===== src/sv/nirpd_pkg.sv =====
// ----------------------------------------------------------------------------
// NEC IR decoder package
// Shared types, codes and a helper function of the infrared frame decoder.
// ----------------------------------------------------------------------------
package nirpd_pkg;

    // Input item modes.
    localparam logic [1:0] MODE_START   = 2'd0;
    localparam logic [1:0] MODE_SEGMENT = 2'd1;
    localparam logic [1:0] MODE_TICK    = 2'd2;

    // Result event kinds.
    localparam logic [1:0] EV_PRESS   = 2'd0;
    localparam logic [1:0] EV_REPEAT  = 2'd1;
    localparam logic [1:0] EV_RELEASE = 2'd2;

    // Configuration register indexes.
    localparam logic [1:0] CFG_KEY_MASK      = 2'd0;
    localparam logic [1:0] CFG_ONE_THRESHOLD = 2'd1;
    localparam logic [1:0] CFG_FRAME_TIMEOUT = 2'd2;
    localparam logic [1:0] CFG_RELEASE_DELAY = 2'd3;

    // Configuration reset values.
    localparam logic [15:0] KEY_MASK_RST      = 16'd127;
    localparam logic [15:0] ONE_THRESHOLD_RST = 16'd840;
    localparam logic [15:0] FRAME_TIMEOUT_RST = 16'd5000;
    localparam logic [7:0]  RELEASE_DELAY_RST = 8'd150;

    // Number of gaps in a complete frame.
    localparam logic [5:0] FRAME_GAPS = 6'd32;

    // Classified operation carried from the front end to the back end.
    typedef enum logic [1:0] {
        OP_START,
        OP_GAP,
        OP_MARK,
        OP_TICK
    } op_t;

    typedef struct packed {
        op_t  op;
        logic long_gap;
        logic timeout;
    } cmd_t;

    typedef struct packed {
        logic [1:0]  event_kind;
        logic [15:0] key_value;
    } res_t;

    typedef struct packed {
        logic [15:0] key_mask;
        logic [15:0] one_threshold_us;
        logic [15:0] frame_timeout_us;
        logic [7:0]  release_delay_ms;
    } cfg_t;

    // Gather the code bits selected by the mask and pack them to the low end.
    // Each bit's target position is the number of mask bits below it.
    function automatic logic [15:0] pack_masked(logic [15:0] code, logic [15:0] mask);
        logic [15:0] result;
        logic [15:0] below;
        logic [3:0]  pos;
        result = '0;
        for (int b = 0; b < 16; b++) begin
            below = 16'((17'd1 << b) - 17'd1);
            pos   = 4'($countones(mask & below));
            if (mask[b] && code[b]) begin
                result[pos] = 1'b1;
            end
        end
        return result;
    endfunction

endpackage


===== src/sv/nec_ir_pulse_distance_decoder_unit.sv =====
// ----------------------------------------------------------------------------
// NEC IR pulse-distance decoder unit
// Decodes NEC-style infrared frames from timed level segments into key events.
// ----------------------------------------------------------------------------
// Usage:
// Input beats (mode, level, duration_us) enter through a queue-like port: a
// beat is taken at a clock edge with push high and full low. Frame-start,
// level-segment and millisecond-tick beats are accepted; mode 3 is taken and
// dropped. Results leave through a second queue-like port: while empty is low
// the oldest event (event_kind, key_value) is on the ports, and it is taken at
// an edge with pop high.
// The front end classifies each beat and compares its duration with the one
// threshold and the frame timeout. A short command queue decouples it from
// the back end, which owns the frame and release state and writes at most one
// event per beat into the result queue. One beat per cycle is sustained while
// the consumer keeps popping; an accepted beat is registered in the command
// queue and its event in the result queue before it reaches the ports.
// When the consumer stops popping, the result queue fills, the back end holds
// its command, and full rises once the command queue is also full; no event is
// lost. Reset empties both queues, closes any frame, disarms the release timer
// and restores the configuration registers; via the cfg_valid/cfg_ready port
// (always ready) the user writes them only while the block is idle; unchecked.
// ----------------------------------------------------------------------------
module nec_ir_pulse_distance_decoder_unit
    import nirpd_pkg::*;
#(
    parameter int QUEUE_DEPTH = 2
) (
    input  logic        clk,
    input  logic        rst_n,
    // Input channel
    input  logic        push,
    output logic        full,
    input  logic [1:0]  mode,
    input  logic        level,
    input  logic [15:0] duration_us,
    // Result channel
    output logic        empty,
    input  logic        pop,
    output logic [1:0]  event_kind,
    output logic [15:0] key_value,
    // Configuration channel
    input  logic        cfg_valid,
    output logic        cfg_ready,
    input  logic [1:0]  cfg_index,
    input  logic [15:0] cfg_data
);

    cfg_t cfg_reg, cfg_next;

    logic cmd_push;
    logic cmd_full;
    logic cmd_empty;
    logic cmd_pop;
    cmd_t cmd_in;
    cmd_t cmd_head;

    logic res_push;
    logic res_full;
    res_t res_in;
    res_t res_head;

    // Configuration registers; a beat updates only the addressed register.
    assign cfg_ready = 1'b1;

    always_comb
    begin
        cfg_next = cfg_reg;
        if (cfg_valid && cfg_ready)
        begin
            case (cfg_index)
                CFG_KEY_MASK:      cfg_next.key_mask         = cfg_data;
                CFG_ONE_THRESHOLD: cfg_next.one_threshold_us = cfg_data;
                CFG_FRAME_TIMEOUT: cfg_next.frame_timeout_us = cfg_data;
                CFG_RELEASE_DELAY: cfg_next.release_delay_ms = cfg_data[7:0];
                default:           cfg_next                  = cfg_reg;
            endcase
        end
    end

    always_ff @(posedge clk or negedge rst_n)
    begin
        if (!rst_n)
        begin
            cfg_reg.key_mask         <= KEY_MASK_RST;
            cfg_reg.one_threshold_us <= ONE_THRESHOLD_RST;
            cfg_reg.frame_timeout_us <= FRAME_TIMEOUT_RST;
            cfg_reg.release_delay_ms <= RELEASE_DELAY_RST;
        end
        else
        begin
            cfg_reg <= cfg_next;
        end
    end

    // Front end: accepts and classifies input beats.
    nirpd_front u_front (
        .push        (push),
        .full        (full),
        .mode        (mode),
        .level       (level),
        .duration_us (duration_us),
        .cfg         (cfg_reg),
        .cmd_push    (cmd_push),
        .cmd         (cmd_in),
        .cmd_full    (cmd_full)
    );

    // Command queue between the front end and the back end.
    nirpd_fifo #(
        .WIDTH ($bits(cmd_t)),
        .DEPTH (QUEUE_DEPTH)
    ) u_cmd_fifo (
        .clk   (clk),
        .rst_n (rst_n),
        .push  (cmd_push),
        .wdata (cmd_in),
        .full  (cmd_full),
        .pop   (cmd_pop),
        .rdata (cmd_head),
        .empty (cmd_empty)
    );

    // Back end: frame decoding and release timing.
    nirpd_back u_back (
        .clk       (clk),
        .rst_n     (rst_n),
        .cfg       (cfg_reg),
        .cmd       (cmd_head),
        .cmd_empty (cmd_empty),
        .cmd_pop   (cmd_pop),
        .res_full  (res_full),
        .res_push  (res_push),
        .res       (res_in)
    );

    // Result queue toward the consumer.
    nirpd_fifo #(
        .WIDTH ($bits(res_t)),
        .DEPTH (QUEUE_DEPTH)
    ) u_res_fifo (
        .clk   (clk),
        .rst_n (rst_n),
        .push  (res_push),
        .wdata (res_in),
        .full  (res_full),
        .pop   (pop),
        .rdata (res_head),
        .empty (empty)
    );

    assign event_kind = res_head.event_kind;
    assign key_value  = res_head.key_value;

endmodule


===== src/sv/nirpd_fifo.sv =====
// ----------------------------------------------------------------------------
// NEC IR decoder queue
// Small register-based first-in first-out queue with a registered head.
// ----------------------------------------------------------------------------
module nirpd_fifo #(
    parameter int WIDTH = 1,
    parameter int DEPTH = 2
) (
    input  logic             clk,
    input  logic             rst_n,
    input  logic             push,
    input  logic [WIDTH-1:0] wdata,
    output logic             full,
    input  logic             pop,
    output logic [WIDTH-1:0] rdata,
    output logic             empty
);

    localparam int PTR_W = (DEPTH > 1) ? $clog2(DEPTH) : 1;
    localparam int CNT_W = $clog2(DEPTH + 1);

    logic [WIDTH-1:0] mem_reg [DEPTH];
    logic [PTR_W-1:0] wr_ptr_reg, wr_ptr_next;
    logic [PTR_W-1:0] rd_ptr_reg, rd_ptr_next;
    logic [CNT_W-1:0] count_reg, count_next;
    logic             do_push;
    logic             do_pop;

    assign full    = (count_reg == CNT_W'(DEPTH));
    assign empty   = (count_reg == '0);
    assign do_push = push && !full;
    assign do_pop  = pop && !empty;
    assign rdata   = mem_reg[rd_ptr_reg];

    always_comb
    begin
        wr_ptr_next = wr_ptr_reg;
        rd_ptr_next = rd_ptr_reg;
        count_next  = count_reg;
        if (do_push)
        begin
            wr_ptr_next = (wr_ptr_reg == PTR_W'(DEPTH - 1)) ? '0 : wr_ptr_reg + PTR_W'(1);
        end
        if (do_pop)
        begin
            rd_ptr_next = (rd_ptr_reg == PTR_W'(DEPTH - 1)) ? '0 : rd_ptr_reg + PTR_W'(1);
        end
        if (do_push && !do_pop)
        begin
            count_next = count_reg + CNT_W'(1);
        end
        else if (do_pop && !do_push)
        begin
            count_next = count_reg - CNT_W'(1);
        end
    end

    always_ff @(posedge clk or negedge rst_n)
    begin
        if (!rst_n)
        begin
            wr_ptr_reg <= '0;
            rd_ptr_reg <= '0;
            count_reg  <= '0;
        end
        else
        begin
            wr_ptr_reg <= wr_ptr_next;
            rd_ptr_reg <= rd_ptr_next;
            count_reg  <= count_next;
        end
    end

    always_ff @(posedge clk)
    begin
        if (do_push)
        begin
            mem_reg[wr_ptr_reg] <= wdata;
        end
    end

endmodule


===== src/sv/nirpd_front.sv =====
// ----------------------------------------------------------------------------
// NEC IR decoder front end
// Accepts input beats, classifies them and compares durations to thresholds.
// ----------------------------------------------------------------------------
module nirpd_front
    import nirpd_pkg::*;
(
    input  logic        push,
    output logic        full,
    input  logic [1:0]  mode,
    input  logic        level,
    input  logic [15:0] duration_us,
    input  cfg_t        cfg,
    output logic        cmd_push,
    output cmd_t        cmd,
    input  logic        cmd_full
);

    logic known;

    assign full = cmd_full;

    always_comb
    begin
        known        = 1'b1;
        cmd.op       = OP_TICK;
        cmd.long_gap = (duration_us > cfg.one_threshold_us);
        cmd.timeout  = (duration_us >= cfg.frame_timeout_us);
        case (mode)
            MODE_START:   cmd.op = OP_START;
            MODE_SEGMENT: cmd.op = level ? OP_MARK : OP_GAP;
            MODE_TICK:    cmd.op = OP_TICK;
            default:      known  = 1'b0;
        endcase
        // Beats of the unused mode are accepted and dropped here.
        cmd_push = push && !cmd_full && known;
    end

endmodule


===== src/sv/nirpd_back.sv =====
// ----------------------------------------------------------------------------
// NEC IR decoder back end
// Holds the frame and release state and turns commands into events.
// ----------------------------------------------------------------------------
module nirpd_back
    import nirpd_pkg::*;
(
    input  logic clk,
    input  logic rst_n,
    input  cfg_t cfg,
    input  cmd_t cmd,
    input  logic cmd_empty,
    output logic cmd_pop,
    input  logic res_full,
    output logic res_push,
    output res_t res
);

    logic        in_frame_reg, in_frame_next;
    logic [5:0]  gap_count_reg, gap_count_next;
    logic [15:0] code_bits_reg, code_bits_next;
    logic [15:0] inverse_bits_reg, inverse_bits_next;
    logic [7:0]  release_countdown_reg, release_countdown_next;
    logic        release_armed_reg, release_armed_next;
    logic [4:0]  bit_idx;

    assign bit_idx = 5'(gap_count_reg - 6'd1);

    always_comb
    begin
        in_frame_next          = in_frame_reg;
        gap_count_next         = gap_count_reg;
        code_bits_next         = code_bits_reg;
        inverse_bits_next      = inverse_bits_reg;
        release_countdown_next = release_countdown_reg;
        release_armed_next     = release_armed_reg;
        res_push               = 1'b0;
        res                    = '0;
        cmd_pop                = !cmd_empty && !res_full;

        if (cmd_pop)
        begin
            case (cmd.op)
                OP_START:
                begin
                    in_frame_next     = 1'b1;
                    gap_count_next    = '0;
                    code_bits_next    = '0;
                    inverse_bits_next = '0;
                end
                OP_TICK:
                begin
                    if (release_armed_reg)
                    begin
                        if (release_countdown_reg <= 8'd1)
                        begin
                            release_countdown_next = '0;
                            release_armed_next     = 1'b0;
                            res_push               = 1'b1;
                            res.event_kind         = EV_RELEASE;
                        end
                        else
                        begin
                            release_countdown_next = release_countdown_reg - 8'd1;
                        end
                    end
                end
                OP_GAP, OP_MARK:
                begin
                    if (in_frame_reg)
                    begin
                        if (cmd.op == OP_GAP)
                        begin
                            if (gap_count_reg != '0 && cmd.long_gap)
                            begin
                                // Address and inverted address fill the upper bytes,
                                // command and inverted command the lower bytes.
                                if (!bit_idx[3])
                                begin
                                    code_bits_next[{!bit_idx[4], bit_idx[2:0]}] = 1'b1;
                                end
                                else
                                begin
                                    inverse_bits_next[{!bit_idx[4], bit_idx[2:0]}] = 1'b1;
                                end
                            end
                            gap_count_next = gap_count_reg + 6'd1;
                        end
                        if (gap_count_next >= FRAME_GAPS)
                        begin
                            in_frame_next          = 1'b0;
                            release_countdown_next = cfg.release_delay_ms;
                            release_armed_next     = 1'b1;
                            res_push               = 1'b1;
                            res.event_kind         = EV_PRESS;
                            res.key_value          = pack_masked(code_bits_next, cfg.key_mask);
                        end
                        else if (cmd.timeout)
                        begin
                            in_frame_next          = 1'b0;
                            release_countdown_next = cfg.release_delay_ms;
                            release_armed_next     = 1'b1;
                            res_push               = 1'b1;
                            res.event_kind         = EV_REPEAT;
                        end
                    end
                end
                default:
                begin
                    res_push = 1'b0;
                end
            endcase
        end
    end

    always_ff @(posedge clk or negedge rst_n)
    begin
        if (!rst_n)
        begin
            in_frame_reg          <= 1'b0;
            gap_count_reg         <= '0;
            code_bits_reg         <= '0;
            inverse_bits_reg      <= '0;
            release_countdown_reg <= '0;
            release_armed_reg     <= 1'b0;
        end
        else
        begin
            in_frame_reg          <= in_frame_next;
            gap_count_reg         <= gap_count_next;
            code_bits_reg         <= code_bits_next;
            inverse_bits_reg      <= inverse_bits_next;
            release_countdown_reg <= release_countdown_next;
            release_armed_reg     <= release_armed_next;
        end
    end

`ifndef SYNTHESIS
    // An open frame never holds a full set of gaps.
    a_gap_bound: assert property (@(posedge clk) disable iff (!rst_n)
        in_frame_reg |-> (gap_count_reg < FRAME_GAPS))
        else $error("open frame holds a full gap count");

    // A disarmed release timer always rests at zero.
    a_idle_countdown: assert property (@(posedge clk) disable iff (!rst_n)
        !release_armed_reg |-> (release_countdown_reg == '0))
        else $error("release countdown nonzero while disarmed");

    // A press or repeat closes the frame and arms the release timer.
    a_frame_end: assert property (@(posedge clk) disable iff (!rst_n)
        (res_push && (res.event_kind == EV_PRESS || res.event_kind == EV_REPEAT))
        |=> (!in_frame_reg && release_armed_reg))
        else $error("frame end did not close frame and arm release");

    // A release event always leaves the timer disarmed.
    a_release: assert property (@(posedge clk) disable iff (!rst_n)
        (res_push && res.event_kind == EV_RELEASE) |=> !release_armed_reg)
        else $error("release event left timer armed");
`endif

endmodule


===== config.mk =====
export PLATFORM = sky130hd
export DESIGN_NAME = nec_ir_pulse_distance_decoder_unit
export DESIGN_NICKNAME = d
export VERILOG_FILES = /design/src/sv/nirpd_pkg.sv /design/src/sv/nec_ir_pulse_distance_decoder_unit.sv /design/src/sv/nirpd_fifo.sv /design/src/sv/nirpd_front.sv /design/src/sv/nirpd_back.sv
export SDC_FILE = /design/constraint.sdc
export NUM_CORES = 1
export LEC_CHECK = 0
export BUFFER_PORTS_ARGS = -buffer_cell sky130_fd_sc_hd__buf_2
export CAP_MARGIN = 20
export CORE_MARGIN = 8
export CORE_UTILIZATION = 55
export DETAILED_ROUTE_END_ITERATION = 8
export PLACE_DENSITY = 0.73
export SETUP_SLACK_MARGIN = 0.1
export SYNTH_ARGS = -nofsm -noshare
export SYNTH_HDL_FRONTEND = slang
export SYNTH_SLANG_ARGS = --single-unit
export TNS_END_PERCENT = 1

===== constraint.sdc =====
create_clock -name clk -period 7.8 [get_ports clk]
set_clock_uncertainty 0.15 [all_clocks]
set_input_delay 1.17 -clock clk [delete_from_list [all_inputs] [get_ports clk]]
set_output_delay 1.17 -clock clk [all_outputs]
set_load 0.01 [all_outputs]

# == Word-level counts from Yosys, hierarchy flattened ==
# Memories as Yosys holds them, arrays and structs flattened.
# Index checks and enable logic that the tools add are counted.
# totals
mem_count,2
wordCells,363
input_bits,42
register_bits,96
ramBits,44
out_inout_bits,21
# op_classes
n_reduce_logical,73
bitwise,16
magnitude_cmp,36
addsub,39
n_mux,169
eq_ne,13
# memory_table
name,depth,word_bits,read_ports,rd_ports_with_merged_regs,wr,line,source
u_res_fifo.mem_reg,2,18,1,0,1,nirpd_fifo.sv:22,logic [WIDTH-1:0] mem_reg [DEPTH];
u_cmd_fifo.mem_reg,2,4,1,0,1,nirpd_fifo.sv:22,
# ops
operator,count
two-way mux 16 bit,84
bitwise OR 16 bit,15
"less-than comparator 4 x 5 -> 1 bit, second input constant",15
demux 1 bit (select 4 bit),15
">= comparator 4 x 1 -> 1 bit, second input constant",15
adder 4 bit,13
logical AND 1 bit,44
two-way mux 1 bit,41
two-way mux 8 bit,5
two-way mux 18 bit,2
case mux 16 bit (2 select lines),1
two-way mux 6 bit,5
adder 4 x 1 -> 4 bit,7
>= comparator 16 bit,1
> comparator 16 bit,1
two-way mux 2 bit,8
bitwise OR 16 x 2 -> 16 bit,1
case mux 8 bit (2 select lines),1
adder 1 x 1 -> 2 bit,7
"== test 2 bit, second input constant",7
case mux 6 bit (2 select lines),1
logical NOT 2 bit,5
AND reduction 2 bit,5
logical NOT 1 bit,9
other kinds (24),38

# == Logic depth before layout (Yosys ltp) ==
# Gate-level depths: netlist of run 1.
# depth
ltp_word,109
ltp_mapped,22
depth_no_buf,21

# == Hierarchy ==
# A second synthesis of run 1 with hierarchy kept.
# hier_totals
cells_unflattened,1036
hier_area_um2,10319.9
# modules_own_cells
mod,instances,seq_area_each_um2,area_each_um2,cells_per_inst
nirpd_back,1,800.8,5322.6,692
nec_ir_pulse_distance_decoder_unit,1,1426.4,2144.6,121
nirpd_fifo at u_res_fifo,1,1181.1,1545.2,75
nirpd_front,1,0.0,825.8,117
nirpd_fifo at u_cmd_fifo,1,340.3,481.7,31

# == Least setup slack after synthesis of run 1 ==
# Ideal clock, no wire load.
# synth_path
kind,register -> register
from,reg cfg_reg[40] (netlist bit)
to,"mem u_res_fifo.mem_reg[0][6] (netlist bit), data pin"
required_ns,7.487
arrival_time_ns,5.665
setup_ns,0.163
path_stages_with_launch,23
synth_period_minus_slack_ns,5.978
n_path_buf,1
setup_slack_ns,1.822
path_cell_list,dfstp_2 inv_1 ha_1 inv_1 fa_1 inv_1 ha_1 inv_1 fa_1 inv_1 ha_1 clkbuf_1 inv_1 fa_1 inv_1 ha_1 a21o_1 a21oi_1 xnor2_1 o2111ai_1 o32ai_1 a211oi_1 a31oi_1
# synth_rtl
element,line,source
from (decl),nec_ir_pulse_distance_decoder_unit.sv:49,"cfg_t cfg_reg, cfg_next;"
from (signal assigned),nec_ir_pulse_distance_decoder_unit.sv:92,cfg_reg <= cfg_next;
to (decl),nirpd_fifo.sv:22,

==> results of run 1 <==
metrics by stage:
stage                     setup slack [ps]  total power (W)  hold slack (ps)
after detailed placement             812.8         0.004388            333.2
after floorplan                       1822         0.003408            305.5
after global placement               896.6         0.004394            324.7
after global routing                 250.7         0.005618            372.3
after CTS                            777.2         0.005210            345.6
final                                673.1         0.005302            347.3
area by class of cell:
cell class                 instances  share of cell area [%]
clock inverter                    11                  0.8653
timing repair buffer              69                   3.304
clock buffer                      21                   4.517
multi-input combinational        762                   51.97
tap                              229                   2.573
sequential                       140                   33.67
inverter                          92                   3.101
cells in the mapped netlist (5+ instances only):
cell type,instances,area [um2]
nor2b_1,9,56.30
buf_2,5,25.02
o21a_1,5,37.54
nor2_1,88,330.3
a21o_1,16,120.1
nand3b_1,6,45.04
inv_1,91,341.6
nor4_1,13,81.33
xnor2_1,22,192.7
nor3b_1,5,37.54
or2_2,6,37.54
a21oi_1,46,230.2
nand3_1,26,130.1
a31oi_1,15,93.84
or3_1,5,31.28
o21ai_0,33,165.2
o31ai_1,5,37.54
dfrtp_1,76,1902
o2111ai_1,20,175.2
o22ai_1,48,300.3
fa_1,21,420.4
edfxtp_1,44,1321
clkbuf_1,22,82.58
mux2_2,69,777.0
xor2_1,13,113.9
a211oi_1,11,82.58
nand4_1,9,56.30
nand2_1,68,255.2
dfstp_2,20,525.5
nand2b_1,15,93.84
ha_1,73,913.4
nor3_1,38,190.2
o32ai_1,14,122.6
cell families (layout without fill, tap and decap cells):
| family | count (synthesis) | count (layout) |
|---|---|---|
| xor gates and xnor gates | 35 | 35 |
| muxes | 74 | 74 |
| DFF | 140 | 140 |
| and+or+nand+nor | 303 | 303 |
| AOI/OAI and AO/OA | 255 | 255 |
| buffers and inverters | 123 | 193 |
| adders and majority gates | 94 | 94 |
| other | 1 | 1 |
metal layers:
metal | wire, um | global-route usage (%)
met1 | 13620 | 37.24
met2 | 13900 | 43.66
met3 | 2470 | 6.364
met4 | 1122 | 10.64
met5 | 0 | 0
how the worst max path moves through the flow:
stage / slack [ps] / to / cells after the start / from
floorplan: 1820 / u_res_fifo.mem_reg[0][6]$_DFFE_PP_ / 22 / cfg_reg[40]$_DFFE_PN1P_
global placement: 900 / u_res_fifo.mem_reg[0][2]$_DFFE_PP_ / 21 / cfg_reg[40]$_DFFE_PN1P_
detailed placement: 810 / u_res_fifo.mem_reg[1][2]$_DFFE_PP_ / 21 / cfg_reg[40]$_DFFE_PN1P_
CTS: 780 / u_res_fifo.mem_reg[1][6]$_DFFE_PP_ / 21 / cfg_reg[41]$_DFFE_PN1P_
global route: 250 / u_res_fifo.mem_reg[0][6]$_DFFE_PP_ / 21 / cfg_reg[40]$_DFFE_PN1P_
finish: 670 / u_res_fifo.mem_reg[1][2]$_DFFE_PP_ / 21 / cfg_reg[41]$_DFFE_PN1P_
worst max-delay path, stage by stage, from the launching register on:
cell,delay (ps)
dfstp_2,590
inv_1,80
ha_1,330
inv_1,60
fa_1,430
inv_1,120
ha_1,310
inv_1,160
fa_1,500
inv_1,70
ha_1,130
inv_1,40
fa_1,860
inv_1,240
ha_1,500
ha_1,410
a21oi_1,120
xnor2_1,700
o2111ai_1,430
o32ai_1,370
nor4_1,100
a21oi_1,220
power by group through the flow:
stage | logic [W] | registers, W | clock network (W)
after floorplan | 0.00240 | 0.00100 | 0
after global placement | 0.00334 | 0.00105 | 0
after detailed placement | 0.00333 | 0.00106 | 0
after CTS | 0.00334 | 0.00105 | 0.000823
after global routing | 0.00370 | 0.00107 | 0.000848
final | 0.00344 | 0.00105 | 0.000813
==> impl_results.md, run 1 <==
* Vias at 8567
* Placed inst area at 10540 um2
* R2R Path Start: cfg_reg[41]$_DFFE_PN1P_
* Worst Tran Pin Value at 925.3 ps
* WP data required at 7880 ps
* Largest net degree at the start of global routing at 67
* Skew-Pair Late Insertion Delay at 430 ps
* Die span in x at 150.9 um
* Crit path max fanout at 16
* Outcome: complete, no violations
* DR vias/cell at 6.471
* H-tree levels at 4
* CTS tree: yes
* Sw Share at 52.44%
* Synth Warn # at 0
* Gr usage total at 27.97%
* Post-CTS setup repair buffer count at 0
* Hold path cells at 1
* DR DRC count at 0
* FF+latch count, synth at 140
* Clock buffer depth at 2
* Synth Area in Compound Gates at 18.03%
* Syn_nets at 1161
* Worst VDD drop at 0.4410 mV
* R2R Setup Slk at 670 ps
* Post-Syn Area at 10010 um2
* Crit path kind: flop to flop
* Combinational Power Share at 64.9%
* CTS sink count at 140
* Distinct cells, synth at 74
* Async SR Flop Fraction at 68.57%
* EDFF count, synth at 44
* Final non-filler cell total at 1324
* Layout Area Growth over Synthesis at 11.21%
* Hold-fix buffers, CTS at 0
* Final min period at 7127 ps
* Resize count post-CTS at 0
* Fmax at 140.3 MHz
* RR Endpoint: u_res_fifo.mem_reg[1][2]$_DFFE_PP_
* RSZ-0062 raised after global routing: false
* Multiplexer share of the synthesized area at 8.310%
* First-pass GRT wire length at 48220 um
* Area of the multi-input gates at 5787 um2
* Iter 0 DRT Violations at 834
* Chip height at 150.9 um
* Adder-cell share of the synthesized area at 13.32%
* Final global-route overflow total at 0
* Row Count at 49
* Initial core utilization at 55.93%
* Tcrit/Tclk final at 91.37%
* Critical Path Source Type: flop
* Diode count at 0
* Die ar. at 22780 um2
* Worst slew margin at 38.12%
* Clk root buf: clkbuf_16
* Reg area at 3749 um2
* Max-Cap Viols at 0
* Dominant synthesized flop cell: dfrtp_1
* Hold WC Path Type: flop to flop
* Hold endpoint: u_res_fifo.wr_ptr_reg$_DFFE_PN0P_
* Register area share after synthesis at 37.44%
* Largest family of logic cells by synthesized area: compound AO/OA/AOI/OAI gates
* Layout cell share with drive strength beyond 1 at 19.91%
* Core ar. at 17900 um2
* Final hold vios at 0
* Drt first pass iters at 6
* Clock power share at 15.3%
* Post-route setup TNS at 0 ps
* Most frequent cells in the layout: inv_1, nor2_1, dfrtp_1
* Xor-xnor portion of the synthesized cell area at 3.062%
* # setup viols final at 0
* Leak at 4.584 nW
* Post-layout util at 62.20%
* Internal Pwr Total at 0.002522 W
* Switching power total at 0.002781 W
* Antenna viol nets, final at 0
* Max FFs per register at 56
* Final instance area at 11130 um2
* Post-DP HPWL at 24440 um
* Inst Count DP at 1292
* Commonest non-fill, non-tap cell in the layout: inv_1
* Initial antenna violation count at 0
* Worst Min Path Start: u_res_fifo.wr_ptr_reg$_DFFE_PN0P_
* Final nets at 1218
* Final Slew Violations at 0
* Power per cell area at 476.2 nW/um2
* IO Pins at 63
* CTS Buf Count at 17
* CP endpoint kind: flop
* Worst-path clk slew at 60 ps
* Simple-gate share of the synthesized area at 14.93%
* Wire per inst at 23.49 um
* Mapped Cells at 1025
* Mean Syn Cell Area at 9.768 um2
* R2R depth at 21
* FILL cells at 1530
* Vias in the first global route at 8459
* IO Port Bufs at 61
* Placer congestion estimate at 0.9876
* Drt total wl at 31100 um
* Worst path arrival time at 7210 ps
* Sequential share of power at 19.8%
No activity file was read; power rests on OpenSTA's default activity.
==> inputs of run 2 (changes only) <==
--- a/config.mk
+++ b/config.mk
@@ -10,7 +10,7 @@
 export CORE_MARGIN = 8
 export CORE_UTILIZATION = 55
 export DETAILED_ROUTE_END_ITERATION = 8
-export PLACE_DENSITY = 0.73
+export PLACE_DENSITY = 0.84
 export SETUP_SLACK_MARGIN = 0.1
 export SYNTH_ARGS = -nofsm -noshare
 export SYNTH_HDL_FRONTEND = slang
==> run 2 against run 1 <==
Against the previous run:
- cell area unchanged
- first-iteration DRC count increased by 0.60%
- total power is 1.0% higher
- worst hold slack lost 6.4 ps
- fmax up 2.9%
- largest cell class unchanged
- sequential cell count unchanged
- critical path type unchanged
- via count increased by 1.3%
- setup slack better by 200 ps
- combinational power hardly changed
- non-clock buffer count rose by 1
- register-to-register slack improved by 200 ps
==> impl_results.md, run 2 (synthesis results as in run 1) <==
* FILL cells at 1461
* CP bufs+invs at 8
* Antenna viol nets, final at 0
* Met2 WL post-DR at 14320 um
* WP data required at 7880 ps
* Commonest non-fill, non-tap cell in the layout: inv_1
* Final instance area at 11130 um2
* Design Power at 0.005358 W
* Clock buffer depth at 2
* Worst path arrival time at 7010 ps
* Diode count at 0
* IO Port Bufs at 61
* Reg area at 3749 um2
* IO Pins at 63
* Worst path top cell family by delay: adder cells
* Final Slew Violations at 0
* WL met1 at 13600 um
* Iter 0 DRT Violations at 839
* Die ar. at 22780 um2
* Power per cell area at 481.2 nW/um2
* Layout Area Growth over Synthesis at 11.21%
* Worst VDD drop at 0.4347 mV
* Row Count at 49
* Die span in x at 150.9 um
* Post-route setup TNS at 0 ps
* CP endpoint kind: flop
* Fmax at 144.4 MHz
* Cells along the critical path: inv_1 > ha_1 > inv_1 > fa_1 > inv_1 > ha_1 > inv_1 > fa_1 > inv_1 > ha_1 > inv_1 > fa_1 > buf_4 > inv_1 > ha_1 > ha_1 > a21oi_1 > xnor2_1 > o2111ai_1 > o32ai_1 > a211oi_1 > a31oi_1
* Final nets at 1219
* Clk root buf: clkbuf_16
* Final min period at 6924 ps
* Area of the multi-input gates at 5787 um2
* Hold WC Path Type: flop to flop
* Worst Tran Pin Value at 902.0 ps
* Max-Cap Viols at 0
* CTS sink count at 140
* Largest net degree at the start of global routing at 60
* Final global-route overflow total at 0
* Most frequent cells in the layout: inv_1, nor2_1, dfrtp_1
* # setup viols final at 0
* Skew-Pair Late Insertion Delay at 450 ps
* Core ar. at 17900 um2
* CTS Buf Count at 17
* Final hold vios at 0
* Layout cell share with drive strength beyond 1 at 19.80%
* Post-DP HPWL at 24400 um
* Drt first pass iters at 7
* Initial core utilization at 55.93%
* Worst-path clk slew at 60 ps
* DR DRC count at 0
* Outcome: complete, no violations
* Chip height at 150.9 um
* DR top layer: met4
* Leak at 4.587 nW
* Resize count post-CTS at 0
* CTS tree: yes
* Drt total wl at 31500 um
* Critical Path Source Type: flop
* Vias in the first global route at 8456
* Worst path max stage delay at 720 ps
* Slowest CP cell: xnor2_1
* Placed inst area at 10540 um2
* Placer congestion estimate at 1.013
* Gr usage total at 28.56%
* Crit path max fanout at 16
* H-tree levels at 4
* Initial antenna violation count at 0
* DR vias/cell at 6.547
* Hold-fix buffers, CTS at 0
* Worst slew margin at 39.69%
* Post-CTS setup repair buffer count at 0
* Crit path kind: flop to flop
* First-pass GRT wire length at 49020 um
* RSZ-0062 raised after global routing: false
* Vias at 8675
* Tcrit/Tclk final at 88.77%
* Max FFs per register at 56
* Wire length on met3 at 2479 um
* CP dominant cell by count: inv_1
* Wire per inst at 23.78 um
==> run 2: cell type report <==
type | instances | area share, %
clock buffer | 21 | 4.236
clock inverter | 11 | 1.079
inverter | 92 | 3.101
multi-input combinational | 762 | 51.97
sequential | 140 | 33.67
tap | 229 | 2.573
timing repair buffer | 70 | 3.371
==> run 2: power by group <==
group	switching, W	internal [W]
Sequential	0.000128	0.000921
Combinational	0.00233	0.00114
Clock	0.000360	0.000478
Total	0.00282	0.00253
==> run 2: metal layers <==
layer	vias to the layer above	global-route usage, %
met1	4250	39.26
met2	438	44.51
met5	-	0
met3	85	4.661
met4	0	10.89
li1	3902	-
==> run 2: worst paths after layout <==
check,depth (start not counted),slack (ps),end,startpoint
hold / removal,1,340,u_cmd_fifo.count_reg[1]$_DFFE_PN0P_,u_cmd_fifo.count_reg[1]$_DFFE_PN0P_
setup reg to reg,22,880,u_res_fifo.mem_reg[0][6]$_DFFE_PP_,cfg_reg[41]$_DFFE_PN1P_
max in group asynchronous,2,5810,u_back.gap_count_reg[2]$_DFFE_PN0P_,rst_n
setup / recovery,22,880,u_res_fifo.mem_reg[0][6]$_DFFE_PP_,cfg_reg[41]$_DFFE_PN1P_
hold reg to reg,1,340,u_cmd_fifo.count_reg[1]$_DFFE_PN0P_,u_cmd_fifo.count_reg[1]$_DFFE_PN0P_
min in group asynchronous,1,530,cfg_reg[31]$_DFFE_PN0P_,rst_n
==> run 2: through the flow <==
step           hold slack [ps]  utilization (%)  worst slack, ps  cells
6_report                 340.9            62.20            876.0   1325
5_1_grt                  370.8            62.20            407.3   1325
4_1_cts                  341.5            62.20            950.4   1325
3_5_place_dp             330.9            58.89             1007   1293
3_3_place_gp             322.2            58.89             1135   1293
2_1_floorplan            305.5                -             1822   1025
==> inputs of run 3 (changes only) <==
==> constraint.sdc (replaced) <==
create_clock -name clk -period 8.3 [get_ports clk]
set_clock_uncertainty 0.15 [all_clocks]
set_input_delay 1.245 -clock clk [delete_from_list [all_inputs] [get_ports clk]]
set_output_delay 1.245 -clock clk [all_outputs]
set_load 0.01 [all_outputs]
==> run 3 against run 2 <==
Against the previous run:
- worst hold slack improved by 13 ps
- register-to-register slack improved by 240 ps
- sequential share of layout area increased by 0.068 points
- largest cell class unchanged
- non-clock buffer count decreased by 1
- highest routed layer is now met5
- clock power decreased by 9.9%
- via count about the same
- critical path type unchanged
- critical endpoint is now u_res_fifo.mem_reg[0][2]$_DFFE_PP_
==> impl_results.md, run 3 (synthesis results as in run 1) <==
* Outcome: complete, no violations
* Layout Area Growth over Synthesis at 10.98%
* Final min period at 7187 ps
* Area of the multi-input gates at 5787 um2
* Worst path top cell family by delay: adder cells
* Critical Path Source Type: flop
* Final nets at 1218
* Worst Tran Pin Value at 922.5 ps
* Switching power total at 0.002569 W
* Worst VDD drop at 0.3406 mV
* FILL cells at 1489
* Combinational Power Share at 64.6%
* DP Worst Slack at 1311 ps
* Die span in x at 150.9 um
* Chip height at 150.9 um
* Post-CTS setup repair buffer count at 0
* Row Count at 49
* Hold WC Path Type: flop to flop
* CTS tree: yes
* CP dominant cell by count: inv_1
* R2R Setup Slk at 1110 ps
* Worst path arrival time at 7280 ps
* Worst slew margin at 38.31%
* CP bufs+invs at 7
* Cells along the critical path: inv_1 > ha_1 > inv_1 > fa_1 > inv_1 > ha_1 > inv_1 > fa_1 > inv_1 > ha_1 > inv_1 > fa_1 > inv_1 > ha_1 > ha_1 > a21oi_1 > xnor2_1 > o2111ai_1 > o32ai_1 > nor4_1 > a21oi_1
* Internal Pwr Total at 0.002352 W
* Max FFs per register at 56
* Post-route setup TNS at 0 ps
* H-tree levels at 4
* WP data required at 8390 ps
* Commonest non-fill, non-tap cell in the layout: inv_1
* Power per cell area at 442.9 nW/um2
* Antenna viol nets, final at 0
* Skew-Pair Late Insertion Delay at 430 ps
* Final hold vios at 0
* DR DRC count at 0
* IO Port Bufs at 61
* Hold-fix buffers, CTS at 0
* Vias at 8680
* Placer congestion estimate at 1.027
* Drt first pass iters at 6
* DR vias/cell at 6.556
* Crit path kind: flop to flop
* Crit path max fanout at 16
* Worst path max stage delay at 870 ps
* Clk root buf: clkbuf_16
* Post-DP HPWL at 24050 um
* Clock buffer depth at 2
* Iter 0 DRT Violations at 1098
* Final Slew Violations at 0
* Worst-path clk slew at 60 ps
* Resize count post-CTS at 0
* Vias in the first global route at 8588
* RSZ-0062 raised after global routing: false
* Sequential share of power at 20.1%
* Drt total wl at 30610 um
* Reg area at 3749 um2
* IO Pins at 63
* # setup viols final at 0
* Diode count at 0
* CTS Buf Count at 17
* Wire per inst at 23.12 um
* First-pass GRT wire length at 47750 um
* Die ar. at 22780 um2
* CP Depth at 21
* CTS sink count at 140
* Setup slack after layout at 1113 ps
* CP endpoint kind: flop
* Slowest CP cell: fa_1
* Layout cell share with drive strength beyond 1 at 19.82%
* Hold path cells at 1
* Sw Share at 52.21%
* Initial core utilization at 55.93%
* Fmax at 139.1 MHz
* Leak at 4.575 nW
* Clock power share at 15.3%
* Max-Cap Viols at 0
* R2R depth at 21
* Final global-route overflow total at 0
* Largest net degree at the start of global routing at 62
* Gr usage total at 27.55%
* Core ar. at 17900 um2
* Initial antenna violation count at 1
* Most frequent cells in the layout: inv_1, nor2_1, dfrtp_1
* Tcrit/Tclk final at 86.58%
==> run 3: cell types whose count changed in the layout (fill, tap and decap cells not counted), sizes merged <==
cell and change:
clkinv +1, clkinvlp +1, bufinv -1, buf -1, inv -1
==> run 3: layer usage <==
metal,vias up,share of wire [%],track usage (%)
met5,-,0.042,0
li1,3897,-,-
met4,2,4.2,13.31
met3,82,7.3,4.452
met1,4287,43,36.88
met2,412,45,42.83
==> run 3: path summary, 6_finish.rpt <==
check                                                           end                                 from
worst max-delay path             u_res_fifo.mem_reg[0][2]$_DFFE_PP_              cfg_reg[40]$_DFFE_PN1P_
worst min-delay path            u_cmd_fifo.count_reg[1]$_DFFE_PN0P_  u_cmd_fifo.count_reg[1]$_DFFE_PN0P_
worst max register to register   u_res_fifo.mem_reg[0][2]$_DFFE_PP_              cfg_reg[40]$_DFFE_PN1P_
worst min register to register  u_cmd_fifo.count_reg[1]$_DFFE_PN0P_  u_cmd_fifo.count_reg[1]$_DFFE_PN0P_
max in group asynchronous       u_res_fifo.count_reg[0]$_DFFE_PN0P_                                rst_n
min in group asynchronous                   cfg_reg[31]$_DFFE_PN0P_                                rst_n
==> run 3: final cells by class <==
cell class	instances	share of cell area, %
clock inverters	11	0.8558
clock buffers	21	4.335
inverters	92	3.108
flip-flops and latches	140	33.74
multi-input cells	762	52.08
repair buffers	69	3.310
well taps	229	2.579
==> run 3: worst reg2reg max path: cells and delay by family, from the launching register on <==
family / cells / cell delay, ps
compound gates: 4 / 1200
fa+ha+maj: 8 / 3510
flops: 1 / 600
xor+xnor: 1 / 680
simple gates: 1 / 90
buf+inv: 7 / 770
==> run 3: power groups by stage <==
stage	Clock [W]	Sequential [W]	Combinational [W]
final	0.000755	0.000988	0.00318
after global routing	0.000786	0.00101	0.00343
after CTS	0.000762	0.000987	0.00308
after detailed placement	0	0.000999	0.00306
after global placement	0	0.000989	0.00307
after floorplan	0	0.000943	0.00226
==> run 3: stage by stage <==
stage	hold slack, ps	cells	power [W]	utilization [%]	area [um2]
floorplan	305.5	1025	0.003202	-	10010
global placement	322.1	1292	0.004058	58.85	10540
detailed placement	331.5	1292	0.004063	58.85	10540
CTS	350.0	1324	0.004827	62.07	11110
global route	367.8	1324	0.005223	62.07	11110
finish	354.0	1324	0.004921	62.07	11110
